<file path="config.mk">
export PLATFORM = sky130hd
export DESIGN_NAME = rank_weighted_alias_sampler_core
export DESIGN_NICKNAME = d
export VERILOG_FILES = /design/src/design/rwas_pkg.sv /design/src/design/rwas_ctrl.sv /design/src/design/rwas_dpath.sv /design/src/design/rank_weighted_alias_sampler_core.sv
export VERILOG_INCLUDE_DIRS = /design/src /design/src/design
export SDC_FILE = /design/constraint.sdc
export NUM_CORES = 2
export LEC_CHECK = 0
export BUFFER_PORTS_ARGS = -buffer_cell sky130_fd_sc_hd__buf_2
export CORE_MARGIN = 1.5
export CORE_UTILIZATION = 50
export CTS_CLUSTER_DIAMETER = 150
export DETAILED_ROUTE_END_ITERATION = 6
export PLACE_DENSITY = 0.66
export SKIP_CTS_REPAIR_TIMING = 1
export SYNTH_ARGS = -nofsm -noshare
export SYNTH_HDL_FRONTEND = slang
export SYNTH_HIERARCHICAL = 1
export SYNTH_SLANG_ARGS = --single-unit
</file>
<file path="constraint.sdc">
create_clock -name clock -period 9.14 [get_ports clock]
set_input_delay 0.914 -clock clock [delete_from_list [all_inputs] [get_ports clock]]
set_output_delay 0.914 -clock clock [all_outputs]
set_load 0.005 [all_outputs]
</file>
<file path="src/design/rank_weighted_alias_sampler_core_assert.svh">
// Assertion macros for the rank weighted alias sampler.
// Used by the top level; no other dependencies.
`ifndef RANK_WEIGHTED_ALIAS_SAMPLER_CORE_ASSERT_SVH
`define RANK_WEIGHTED_ALIAS_SAMPLER_CORE_ASSERT_SVH
`ifndef SYNTHESIS
`define RWAS_ASSERT_NOW(lbl, clk, rst, ante, cons) \
   lbl: assert property (@(posedge clk) disable iff (rst) (ante) |-> (cons)) \
      else $error("rwas assertion failed");
`define RWAS_ASSERT_NEXT(lbl, clk, rst, ante, cons) \
   lbl: assert property (@(posedge clk) disable iff (rst) (ante) |=> (cons)) \
      else $error("rwas assertion failed");
`else
`define RWAS_ASSERT_NOW(lbl, clk, rst, ante, cons)
`define RWAS_ASSERT_NEXT(lbl, clk, rst, ante, cons)
`endif
`endif

</file>
<file path="src/design/rwas_pkg.sv">
// Shared constants and controller/datapath interface types for the
// rank weighted alias sampler. No dependencies.
package rwas_pkg;

   localparam int MAX_POP_DEFAULT = 64;
   localparam int POP_W           = 7;
   localparam int POP_MAX_REG     = (1 << POP_W) - 1;
   localparam int RAND_W          = 16;
   localparam int CHOSEN_W        = 6;
   localparam int CSR_ADDR_W      = 3;
   localparam int CSR_DATA_W      = 32;
   localparam int CSR_IDX_W       = CSR_ADDR_W - 2;

   localparam logic [POP_W-1:0]     POP_MIN      = 7'd2;
   localparam logic [POP_W-1:0]     POP_RESET    = 7'd50;
   localparam logic [CSR_IDX_W-1:0] CSR_POP_SIZE = '0;

   typedef struct packed {
      logic load_req;
      logic prep;
      logic init_wr;
      logic scan_clr;
      logic scan_rd;
      logic wr_lo;
      logic wr_hi;
      logic mul;
      logic tab_rd;
      logic out_ld;
   } rwas_cmd_type;

   typedef struct packed {
      logic cnt_last;
      logic all_zero;
      logic round_done;
   } rwas_sts_type;

endpackage

</file>
<file path="src/design/rwas_ctrl.sv">
// Sequencer for table build and sampling of the alias sampler.
// Depends on rwas_pkg; drives the datapath through rwas_cmd_type.
module rwas_ctrl import rwas_pkg::*; (
   input  logic         clock,
   input  logic         reset,
   input  logic         req_valid,
   output logic         req_stall,
   output logic         rsp_valid,
   input  logic         rsp_stall,
   input  logic         cfg_wr,
   input  rwas_sts_type sts,
   output rwas_cmd_type cmd
);

   localparam logic [3:0] ST_IDLE   = 4'd0;
   localparam logic [3:0] ST_PREP   = 4'd1;
   localparam logic [3:0] ST_INIT   = 4'd2;
   localparam logic [3:0] ST_SCAN   = 4'd3;
   localparam logic [3:0] ST_DRAIN  = 4'd4;
   localparam logic [3:0] ST_DECIDE = 4'd5;
   localparam logic [3:0] ST_WR_LO  = 4'd6;
   localparam logic [3:0] ST_WR_HI  = 4'd7;
   localparam logic [3:0] ST_MUL    = 4'd8;
   localparam logic [3:0] ST_RD     = 4'd9;
   localparam logic [3:0] ST_CMP    = 4'd10;

   logic [3:0] state_ff, state_in;
   logic       rsp_valid_ff, rsp_valid_in;
   logic       table_ready_ff, table_ready_in;

   always_comb begin
      cmd            = '0;
      state_in       = state_ff;
      table_ready_in = table_ready_ff;
      unique case (state_ff)
         ST_IDLE: begin
            if (req_valid) begin
               cmd.load_req = 1'b1;
               state_in     = table_ready_ff ? ST_MUL : ST_PREP;
            end
         end
         ST_PREP: begin
            cmd.prep = 1'b1;
            state_in = ST_INIT;
         end
         ST_INIT: begin
            cmd.init_wr = 1'b1;
            if (sts.cnt_last) begin
               cmd.scan_clr = 1'b1;
               state_in     = ST_SCAN;
            end
         end
         ST_SCAN: begin
            cmd.scan_rd = 1'b1;
            if (sts.cnt_last) begin
               state_in = ST_DRAIN;
            end
         end
         ST_DRAIN: begin
            state_in = ST_DECIDE;
         end
         ST_DECIDE: begin
            if (sts.all_zero || sts.round_done) begin
               table_ready_in = 1'b1;
               state_in       = ST_MUL;
            end else begin
               state_in = ST_WR_LO;
            end
         end
         ST_WR_LO: begin
            cmd.wr_lo = 1'b1;
            state_in  = ST_WR_HI;
         end
         ST_WR_HI: begin
            cmd.wr_hi    = 1'b1;
            cmd.scan_clr = 1'b1;
            state_in     = ST_SCAN;
         end
         ST_MUL: begin
            cmd.mul  = 1'b1;
            state_in = ST_RD;
         end
         ST_RD: begin
            cmd.tab_rd = 1'b1;
            state_in   = ST_CMP;
         end
         ST_CMP: begin
            if (!(rsp_valid_ff && rsp_stall)) begin
               cmd.out_ld = 1'b1;
               state_in   = ST_IDLE;
            end
         end
         default: begin
            state_in = ST_IDLE;
         end
      endcase
      if (cfg_wr) begin
         table_ready_in = 1'b0;
      end
      rsp_valid_in = cmd.out_ld | (rsp_valid_ff & rsp_stall);
   end

   always_ff @(posedge clock) begin
      if (reset) begin
         state_ff       <= ST_IDLE;
         rsp_valid_ff   <= 1'b0;
         table_ready_ff <= 1'b0;
      end else begin
         state_ff       <= state_in;
         rsp_valid_ff   <= rsp_valid_in;
         table_ready_ff <= table_ready_in;
      end
   end

   assign req_stall = (state_ff != ST_IDLE);
   assign rsp_valid = rsp_valid_ff;

endmodule

</file>
<file path="src/design/rwas_dpath.sv">
// Datapath of the alias sampler: difference, alias and cutoff memories,
// min/max scan, slot multiply and cutoff compare. Depends on rwas_pkg.
module rwas_dpath import rwas_pkg::*; #(
   parameter int MAX_POP = MAX_POP_DEFAULT
) (
   input  logic                clock,
   input  logic                reset,
   input  rwas_cmd_type        cmd,
   output rwas_sts_type        sts,
   input  logic [POP_W-1:0]    pop_size,
   input  logic [RAND_W-1:0]   rand_a,
   input  logic [RAND_W-1:0]   rand_b,
   output logic [CHOSEN_W-1:0] chosen_index
);

   localparam int NMAX   = (MAX_POP < POP_MAX_REG) ? MAX_POP : POP_MAX_REG;
   localparam int NW     = $clog2(NMAX + 1);
   localparam int IDX_W  = $clog2(MAX_POP);
   localparam int CW     = (NW > IDX_W) ? NW : IDX_W;
   localparam int SQ_W   = $clog2(NMAX * NMAX + 1);
   localparam int TOT_W  = $clog2(NMAX * (NMAX + 1) / 2 + 1);
   localparam int DIFF_W = TOT_W + 1;
   localparam int PRD_W  = RAND_W + TOT_W;
   localparam int SL_W   = RAND_W + NW;

   logic [NW-1:0]     n;
   logic [2*NW-1:0]   sq_full;
   logic [SQ_W:0]     sq_n;
   logic [CW-1:0]     n_m1;

   logic [RAND_W-1:0] a_ff, a_in, b_ff, b_in;
   logic [TOT_W-1:0]  total_ff, total_in;
   logic [SQ_W-1:0]   term_ff, term_in;
   logic [CW-1:0]     cnt_ff, cnt_in;
   logic [NW-1:0]     round_ff, round_in;
   logic [CW-1:0]     rd_idx_ff, rd_idx_in;
   logic              rd_vld_ff, rd_vld_in;
   logic signed [DIFF_W-1:0] lo_ff, lo_in, hi_ff, hi_in;
   logic [CW-1:0]     lo_at_ff, lo_at_in, hi_at_ff, hi_at_in;
   logic              nz_ff, nz_in;
   logic [CW-1:0]     slot_ff, slot_in;
   logic [PRD_W-1:0]  prod_ff, prod_in;
   logic [CHOSEN_W-1:0] out_ff, out_in;

   logic signed [DIFF_W-1:0] diff_mem [MAX_POP];
   logic [IDX_W-1:0]         alias_mem [MAX_POP];
   logic [TOT_W-1:0]         cutoff_mem [MAX_POP];
   logic signed [DIFF_W-1:0] rd_diff_ff;
   logic [IDX_W-1:0]         alias_rd_ff;
   logic [TOT_W-1:0]         cutoff_rd_ff;

   logic signed [SQ_W:0]     init_wide;
   logic signed [DIFF_W-1:0] init_diff;
   logic [DIFF_W:0]          sum_wide;
   logic [DIFF_W:0]          cut_wide;
   logic                     dw_en, aw_en;
   logic [IDX_W-1:0]         dw_addr, aw_addr, aw_alias;
   logic signed [DIFF_W-1:0] dw_data;
   logic [TOT_W-1:0]         aw_cut;
   logic [SL_W-1:0]          an;
   logic [NW-1:0]            slot_raw;
   logic [IDX_W-1:0]         pick;

   // clamp the size register to the supported range
   always_comb begin
      if (pop_size < POP_MIN) begin
         n = NW'(POP_MIN);
      end else if (pop_size > POP_W'(NMAX)) begin
         n = NW'(NMAX);
      end else begin
         n = NW'(pop_size);
      end
   end

   assign sq_full   = n * n;
   assign sq_n      = {1'b0, sq_full[SQ_W-1:0]} + (SQ_W + 1)'(n);
   assign n_m1      = CW'(n) - CW'(1);
   assign init_wide = $signed({1'b0, term_ff})
                      - $signed({{(SQ_W + 1 - TOT_W){1'b0}}, total_ff});
   assign init_diff = init_wide[DIFF_W-1:0];
   assign sum_wide  = {lo_ff[DIFF_W-1], lo_ff} + {hi_ff[DIFF_W-1], hi_ff};
   assign cut_wide  = {2'b00, total_ff} + {lo_ff[DIFF_W-1], lo_ff};
   assign an        = a_ff * n;
   assign slot_raw  = an[SL_W-1:RAND_W];

   always_comb begin
      a_in      = cmd.load_req ? rand_a : a_ff;
      b_in      = cmd.load_req ? rand_b : b_ff;
      total_in  = cmd.prep ? sq_n[TOT_W:1] : total_ff;
      term_in   = term_ff;
      if (cmd.prep) begin
         term_in = sq_full[SQ_W-1:0];
      end else if (cmd.init_wr) begin
         term_in = term_ff - SQ_W'(n);
      end
      cnt_in = cnt_ff;
      if (cmd.prep || cmd.scan_clr) begin
         cnt_in = '0;
      end else if (cmd.init_wr || cmd.scan_rd) begin
         cnt_in = cnt_ff + CW'(1);
      end
      round_in = round_ff;
      if (cmd.prep) begin
         round_in = '0;
      end else if (cmd.wr_hi) begin
         round_in = round_ff + NW'(1);
      end
      rd_vld_in = cmd.scan_rd;
      rd_idx_in = cmd.scan_rd ? cnt_ff : rd_idx_ff;

      lo_in    = lo_ff;
      hi_in    = hi_ff;
      lo_at_in = lo_at_ff;
      hi_at_in = hi_at_ff;
      nz_in    = nz_ff;
      if (cmd.scan_clr) begin
         lo_in    = '0;
         hi_in    = '0;
         lo_at_in = '0;
         hi_at_in = '0;
         nz_in    = 1'b0;
      end else if (rd_vld_ff) begin
         if (rd_diff_ff < lo_ff) begin
            lo_in    = rd_diff_ff;
            lo_at_in = rd_idx_ff;
         end
         if (rd_diff_ff > hi_ff) begin
            hi_in    = rd_diff_ff;
            hi_at_in = rd_idx_ff;
         end
         if (rd_diff_ff != '0) begin
            nz_in = 1'b1;
         end
      end

      slot_in = slot_ff;
      prod_in = prod_ff;
      if (cmd.mul) begin
         slot_in = (slot_raw >= n) ? n_m1 : CW'(slot_raw);
         prod_in = b_ff * total_ff;
      end
      pick   = (prod_ff > {cutoff_rd_ff, RAND_W'(0)}) ? alias_rd_ff : slot_ff[IDX_W-1:0];
      out_in = cmd.out_ld ? CHOSEN_W'(pick) : out_ff;
   end

   // memory write ports
   always_comb begin
      dw_en   = cmd.init_wr | cmd.wr_lo | cmd.wr_hi;
      dw_addr = cnt_ff[IDX_W-1:0];
      dw_data = init_diff;
      if (cmd.wr_lo) begin
         dw_addr = lo_at_ff[IDX_W-1:0];
         dw_data = '0;
      end else if (cmd.wr_hi) begin
         dw_addr = hi_at_ff[IDX_W-1:0];
         dw_data = sum_wide[DIFF_W-1:0];
      end
      aw_en    = cmd.init_wr | cmd.wr_lo;
      aw_addr  = cmd.wr_lo ? lo_at_ff[IDX_W-1:0] : cnt_ff[IDX_W-1:0];
      aw_alias = cmd.wr_lo ? hi_at_ff[IDX_W-1:0] : cnt_ff[IDX_W-1:0];
      aw_cut   = cmd.wr_lo ? cut_wide[TOT_W-1:0] : total_ff;
   end

   always_ff @(posedge clock) begin
      if (dw_en) begin
         diff_mem[dw_addr] <= dw_data;
      end
      if (cmd.scan_rd) begin
         rd_diff_ff <= diff_mem[cnt_ff[IDX_W-1:0]];
      end
   end

   always_ff @(posedge clock) begin
      if (aw_en) begin
         alias_mem[aw_addr]  <= aw_alias;
         cutoff_mem[aw_addr] <= aw_cut;
      end
      if (cmd.tab_rd) begin
         alias_rd_ff  <= alias_mem[slot_ff[IDX_W-1:0]];
         cutoff_rd_ff <= cutoff_mem[slot_ff[IDX_W-1:0]];
      end
   end

   always_ff @(posedge clock) begin
      if (reset) begin
         rd_vld_ff <= 1'b0;
      end else begin
         rd_vld_ff <= rd_vld_in;
      end
   end

   always_ff @(posedge clock) begin
      a_ff      <= a_in;
      b_ff      <= b_in;
      total_ff  <= total_in;
      term_ff   <= term_in;
      cnt_ff    <= cnt_in;
      round_ff  <= round_in;
      rd_idx_ff <= rd_idx_in;
      lo_ff     <= lo_in;
      hi_ff     <= hi_in;
      lo_at_ff  <= lo_at_in;
      hi_at_ff  <= hi_at_in;
      nz_ff     <= nz_in;
      slot_ff   <= slot_in;
      prod_ff   <= prod_in;
      out_ff    <= out_in;
   end

   assign sts.cnt_last   = (cnt_ff == n_m1);
   assign sts.all_zero   = ~nz_ff;
   assign sts.round_done = (round_ff == n);
   assign chosen_index   = out_ff;

endmodule

</file>
<file path="src/design/rank_weighted_alias_sampler_core.sv">
// Top level of the rank weighted alias sampler: CSR block, controller and
// datapath. Depends on rwas_pkg, rwas_ctrl, rwas_dpath and the assert header.
//
//   channel  handshake              payload
//   req      req_valid / req_stall  req_rand_a, req_rand_b
//   rsp      rsp_valid / rsp_stall  rsp_chosen_index
//   csr      psel/penable/pwrite    paddr, pwdata, prdata (pready tied high)
//
// With the tables built a request passes through accept, slot multiply, table
// read and cutoff compare.
// The first request after reset or a pop_size write first builds the tables
// in up to n pairing rounds, set by the scan of the difference memory at one
// entry per cycle.
// Reset clears the controller and the table flag and sets pop_size to 50.
// A request is taken while a result waits; the compare step holds until
// the result register is free.
`include "rank_weighted_alias_sampler_core_assert.svh"
module rank_weighted_alias_sampler_core import rwas_pkg::*; #(
   parameter int MAX_POP = MAX_POP_DEFAULT
) (
   input  logic                  clock,
   input  logic                  reset,
   input  logic                  req_valid,
   output logic                  req_stall,
   input  logic [RAND_W-1:0]     req_rand_a,
   input  logic [RAND_W-1:0]     req_rand_b,
   output logic                  rsp_valid,
   input  logic                  rsp_stall,
   output logic [CHOSEN_W-1:0]   rsp_chosen_index,
   input  logic                  csr_psel,
   input  logic                  csr_penable,
   input  logic                  csr_pwrite,
   input  logic [CSR_ADDR_W-1:0] csr_paddr,
   input  logic [CSR_DATA_W-1:0] csr_pwdata,
   output logic [CSR_DATA_W-1:0] csr_prdata,
   output logic                  csr_pready
);

   rwas_cmd_type         cmd;
   rwas_sts_type         sts;
   logic [POP_W-1:0]     pop_size_ff, pop_size_in;
   logic [CSR_IDX_W-1:0] csr_idx;
   logic                 cfg_wr;

   assign csr_idx     = csr_paddr[CSR_ADDR_W-1:2];
   assign csr_pready  = 1'b1;
   assign cfg_wr      = csr_psel & csr_penable & csr_pwrite & csr_pready
                        & (csr_idx == CSR_POP_SIZE);
   assign pop_size_in = cfg_wr ? csr_pwdata[POP_W-1:0] : pop_size_ff;
   assign csr_prdata  = (csr_idx == CSR_POP_SIZE) ? CSR_DATA_W'(pop_size_ff) : '0;

   always_ff @(posedge clock) begin
      if (reset) begin
         pop_size_ff <= POP_RESET;
      end else begin
         pop_size_ff <= pop_size_in;
      end
   end

   rwas_ctrl u_ctrl (
      .clock     (clock),
      .reset     (reset),
      .req_valid (req_valid),
      .req_stall (req_stall),
      .rsp_valid (rsp_valid),
      .rsp_stall (rsp_stall),
      .cfg_wr    (cfg_wr),
      .sts       (sts),
      .cmd       (cmd)
   );

   rwas_dpath #(
      .MAX_POP (MAX_POP)
   ) u_dpath (
      .clock        (clock),
      .reset        (reset),
      .cmd          (cmd),
      .sts          (sts),
      .pop_size     (pop_size_ff),
      .rand_a       (req_rand_a),
      .rand_b       (req_rand_b),
      .chosen_index (rsp_chosen_index)
   );

   `RWAS_ASSERT_NEXT(a_one_request, clock, reset, req_valid && !req_stall, req_stall)
   `RWAS_ASSERT_NEXT(a_pair_order, clock, reset, cmd.wr_lo, cmd.wr_hi)
   `RWAS_ASSERT_NOW(a_pair_nonzero, clock, reset, cmd.wr_lo, !sts.all_zero)
   `RWAS_ASSERT_NOW(a_no_overwrite, clock, reset, cmd.out_ld, !(rsp_valid && rsp_stall))

endmodule
</file>
==> results.yml <==
timing:
  worst_pin_slew_ps: 1340
  rsz0062_at_grt: "false"
  setup_tns_ps: 0
  setup_violations: 0
  drv_slew: 0
  hold_violations: 0
  skew_ps: 52.6
  fin_crit_ps: 7150
  relSlewSlack_pct: 10.4
  holdWs_ps: 245
  min_period_over_period_pct: 78.2
  fmax_mhz: 140
synthesis:
  yosys-top-cells-area: "edfxtp_1 65%, mux4_2 15%, fa_1 4.7%"
  synth_top_area_cell: "edfxtp_1"
  synthesis.area_sq_um: 97400
  ys_seq_area_share_pct: 66.7
  synth_edf_count: 2118
  synth_top_area_share_pct: 65.3
  async_flop_share_pct: 0
  yosysWarnings: 6
  synthCells: 5314
  ys.flop_type: "edfxtp_1"
  ys_ff_latch: 2185
  synth.avg_cell_area_sq_um: 18.3
  yosysUniqueCellTypes: 85
placement:
  place_area_sq_um: 102000
  dp_hpwl_um: 134000
  io_buffers: 61
  routabilityCongestion: 0.836
  dp_cells: 7824
clock_tree:
  numClockSinks: 2185
  clkTransAtPathRegs_ps: 60
  h-tree-depth: 4
  clockRootBuffer: "clkbuf_16"
  clockBufferDepth: 3
  cts_tree: "yes"
  cts_buffers: 216
  insertion_delay_ps: 850
critical_path:
  path_common_cell: "fa_1"
  slowest_stage: "nor4_1"
  r2r_end: "u_dpath/slot_ff[3]"
  critical_path.cell_chain: "nor4_1 > nor2_1 > nor2_1 > buf_4 > and2_1 > fa_1 > fa_1 > fa_1 > inv_1 > fa_1 > inv_1 > ha_1 > a21oi_1 > o22ai_1 > o21ai_0 > o211ai_2 > a31oi_1 > o2111ai_1 > a21oi_1 > xnor2_1 > ha_1 > nand2_1 > o21ai_1 > mux2_2"
  path_class: "reg2reg"
  crit_fanout: 19
  reg2reg_from: "pop_size_ff[3]"
  cp.required_ps: 9730
  critPathTopFamily: "adder cells"
  crit_path_start_kind: "register"
  cp.arrival_ps: 7740
  cp-end-kind: "register"
  reg2reg_slack_ps: 1990
  reg2reg_depth: 24
  critPathBufInv: 3
  critical-path-max-stage-delay_ps: 560
layout:
  syn_to_final_growth_pct: 11.7
  post-route-util_pct: 56.4
  layout.cells.non_filler: 8236
  fillerInstances: 14500
  nNetsFinal: 6043
  design_area_sq_um: 109000
  regArea_sq_um: 65000
  drive_above_1_share_pct: 24.1
  final_common_cell: "edfxtp_1"
  multi_input_area_sq_um: 30700
  layout_common_cells: "2,118 x edfxtp_1, 651 x mux4_2, 333 x inv_1"
floorplanning:
  core_area_sq_um: 193000
  die_area_sq_um: 198000
  die-width_um: 444
  die_y_um: 444
  io_pins: 115
  initial_core_util_pct: 50.5
  core.rowCount: 161
detailed_routing:
  routed_via_density: 5.96
  detail-route-antenna-nets: 0
  drc_errors: 0
  drt_iter0_drc: 4424
  via_count: 49100
  routed_wl_um: 218000
  dr.pass1.iters: 5
  wire_per_inst_um: 26.5
pwr:
  power_density_nw_per_um2: 366
  ir_worst_vdd_mv: 1.49
  leakage_uw: 0.0370
grt:
  grt-busiest-layer: "met2"
  grt_use_met1_pct: 32.5
  use_met3_pct: 2.99
  grt_pass1_wl_um: 327000
  grt_usage_pct: 22.4
  grt_pass1_vias: 50200
  grt_antenna_before_repair: 9
  grt_use_met2_pct: 35.8
  overflow: 0
  grt_max_degree: 105
run_status:
  status: "finished clean"
min_path:
  hold_path_class: "in2reg"
  min_to: "u_dpath/a_ff[4]"
  holdPathStages: 1
  worstHoldStart: "req_rand_a[4]"
job:
  maxCapViolations: 0
-- synth_stat cells, types with 8 or more instances --
master    instances
nor3_1           42
buf_1            19
xor2_1           38
nor2b_1          16
buf_6             8
and3_1            8
buf_4            35
clkbuf_1        164
nand4_1          11
mux2i_1          24
mux2_2           12
edfxtp_1       2118
or3_1            15
a21oi_1         123
ha_1            226
nor2_1          230
inv_1           333
a21o_1           29
buf_2            38
o21ai_1          19
mux4_2          651
nor4_1           12
dfxtp_1          67
and2_1          167
nand2_1         291
fa_1            227
xnor2_1          61
o21a_1           24
o21ai_0          84
o21bai_1         12
nand3_1          59
nand2b_1         23
-- sequential cells by signal, summed over array words and instances, names as in the netlist, 13 cells and up --
signal / count
u_dpath/diff_mem: 832
u_dpath/alias_mem: 384
u_dpath/lo_ff: 13
u_dpath/rd_diff_ff: 13
u_dpath/hi_ff: 13
u_dpath/term_ff: 13
u_dpath/b_ff: 16
u_dpath/prod_ff: 28
u_dpath/a_ff: 16
u_dpath/cutoff_mem: 768
-- where the power goes --
part	internal [uW]	total (uW)	switching, uW	leakage (uW)
sequential	14100	14500	483	0.0200
clock	5170	8990	3820	0.00355
combinational	6490	16300	9770	0.0134
-- through the flow --
| stage | worst slack [ps] | power [uW] |
|---|---|---|
| after floorplan | 1890 | 26600 |
| after global routing | 1370 | 42500 |
| after detailed placement | 1960 | 31100 |
| after global placement | 2020 | 30600 |
| after CTS | 1910 | 40100 |
| final | 1990 | 39800 |
-- cells by family (layout without fill, tap and decap cells) --
kind of cell               Yosys count  in the layout  synth area share, %
xor gates and xnor gates            99             99                0.890
other                                3             36               0.0116
AOI/OAI and AO/OA                  372            372                 2.37
adders and majority gates          453            453                 7.57
muxes                              687            687                 15.4
buffers and inverters              599            962                 2.55
and+or+nand+nor                    916            916                 4.53
DFF                               2185           2185                 66.7
-- final cells by class --
cell class                      count  area share, %
Timing Repair Buffer              218           1.42
Inverter                          335           1.15
Clock buffer                      255           5.25
Sequential cell                  2185           59.7
Tap cell                         2526           2.90
Antenna cell                        3        0.00690
Clock inverter                    154           1.43
Multi-Input combinational cell   2560           28.2
-- layer usage --
metal  part of all wire (%)  vias to the layer above  wire length (um)
li1                       -                    21100                 -
met4                    2.6                        0              5610
met1                     43                    26200             94200
met3                    6.1                      270             13300
met2                     48                     1509            105000
met5                      0                        -                 0
-- worst register-to-register path, stage by stage, from the launching register on --
cell and delay, ps:
dfxtp_1 400, nor4_1 560, nor2_1 90, nor2_1 210, buf_4 300, and2_1 200, fa_1 420, fa_1 510
fa_1 490, inv_1 50, fa_1 470, inv_1 50, ha_1 280, a21oi_1 140, o22ai_1 90, o21ai_0 260
o211ai_2 200, a31oi_1 390, o2111ai_1 220, a21oi_1 210, xnor2_1 90, ha_1 300, nand2_1 60, o21ai_1 510
mux2_2 400
-- how the worst max path moves through the flow --
stage	startpoint	to	slack, ps	cells past startpoint
floorplan	u_dpath/total_ff[1]	u_dpath/cutoff_mem[0][10]	1890	12
global placement	pop_size_ff[3]	u_dpath/slot_ff[5]	2020	24
detailed placement	pop_size_ff[3]	u_dpath/slot_ff[3]	1960	24
CTS	pop_size_ff[3]	u_dpath/slot_ff[3]	1910	24
global route	pop_size_ff[4]	u_dpath/slot_ff[3]	1370	24
finish	pop_size_ff[3]	u_dpath/slot_ff[3]	1990	24
Note: power is estimated with default switching activity, not from simulation.
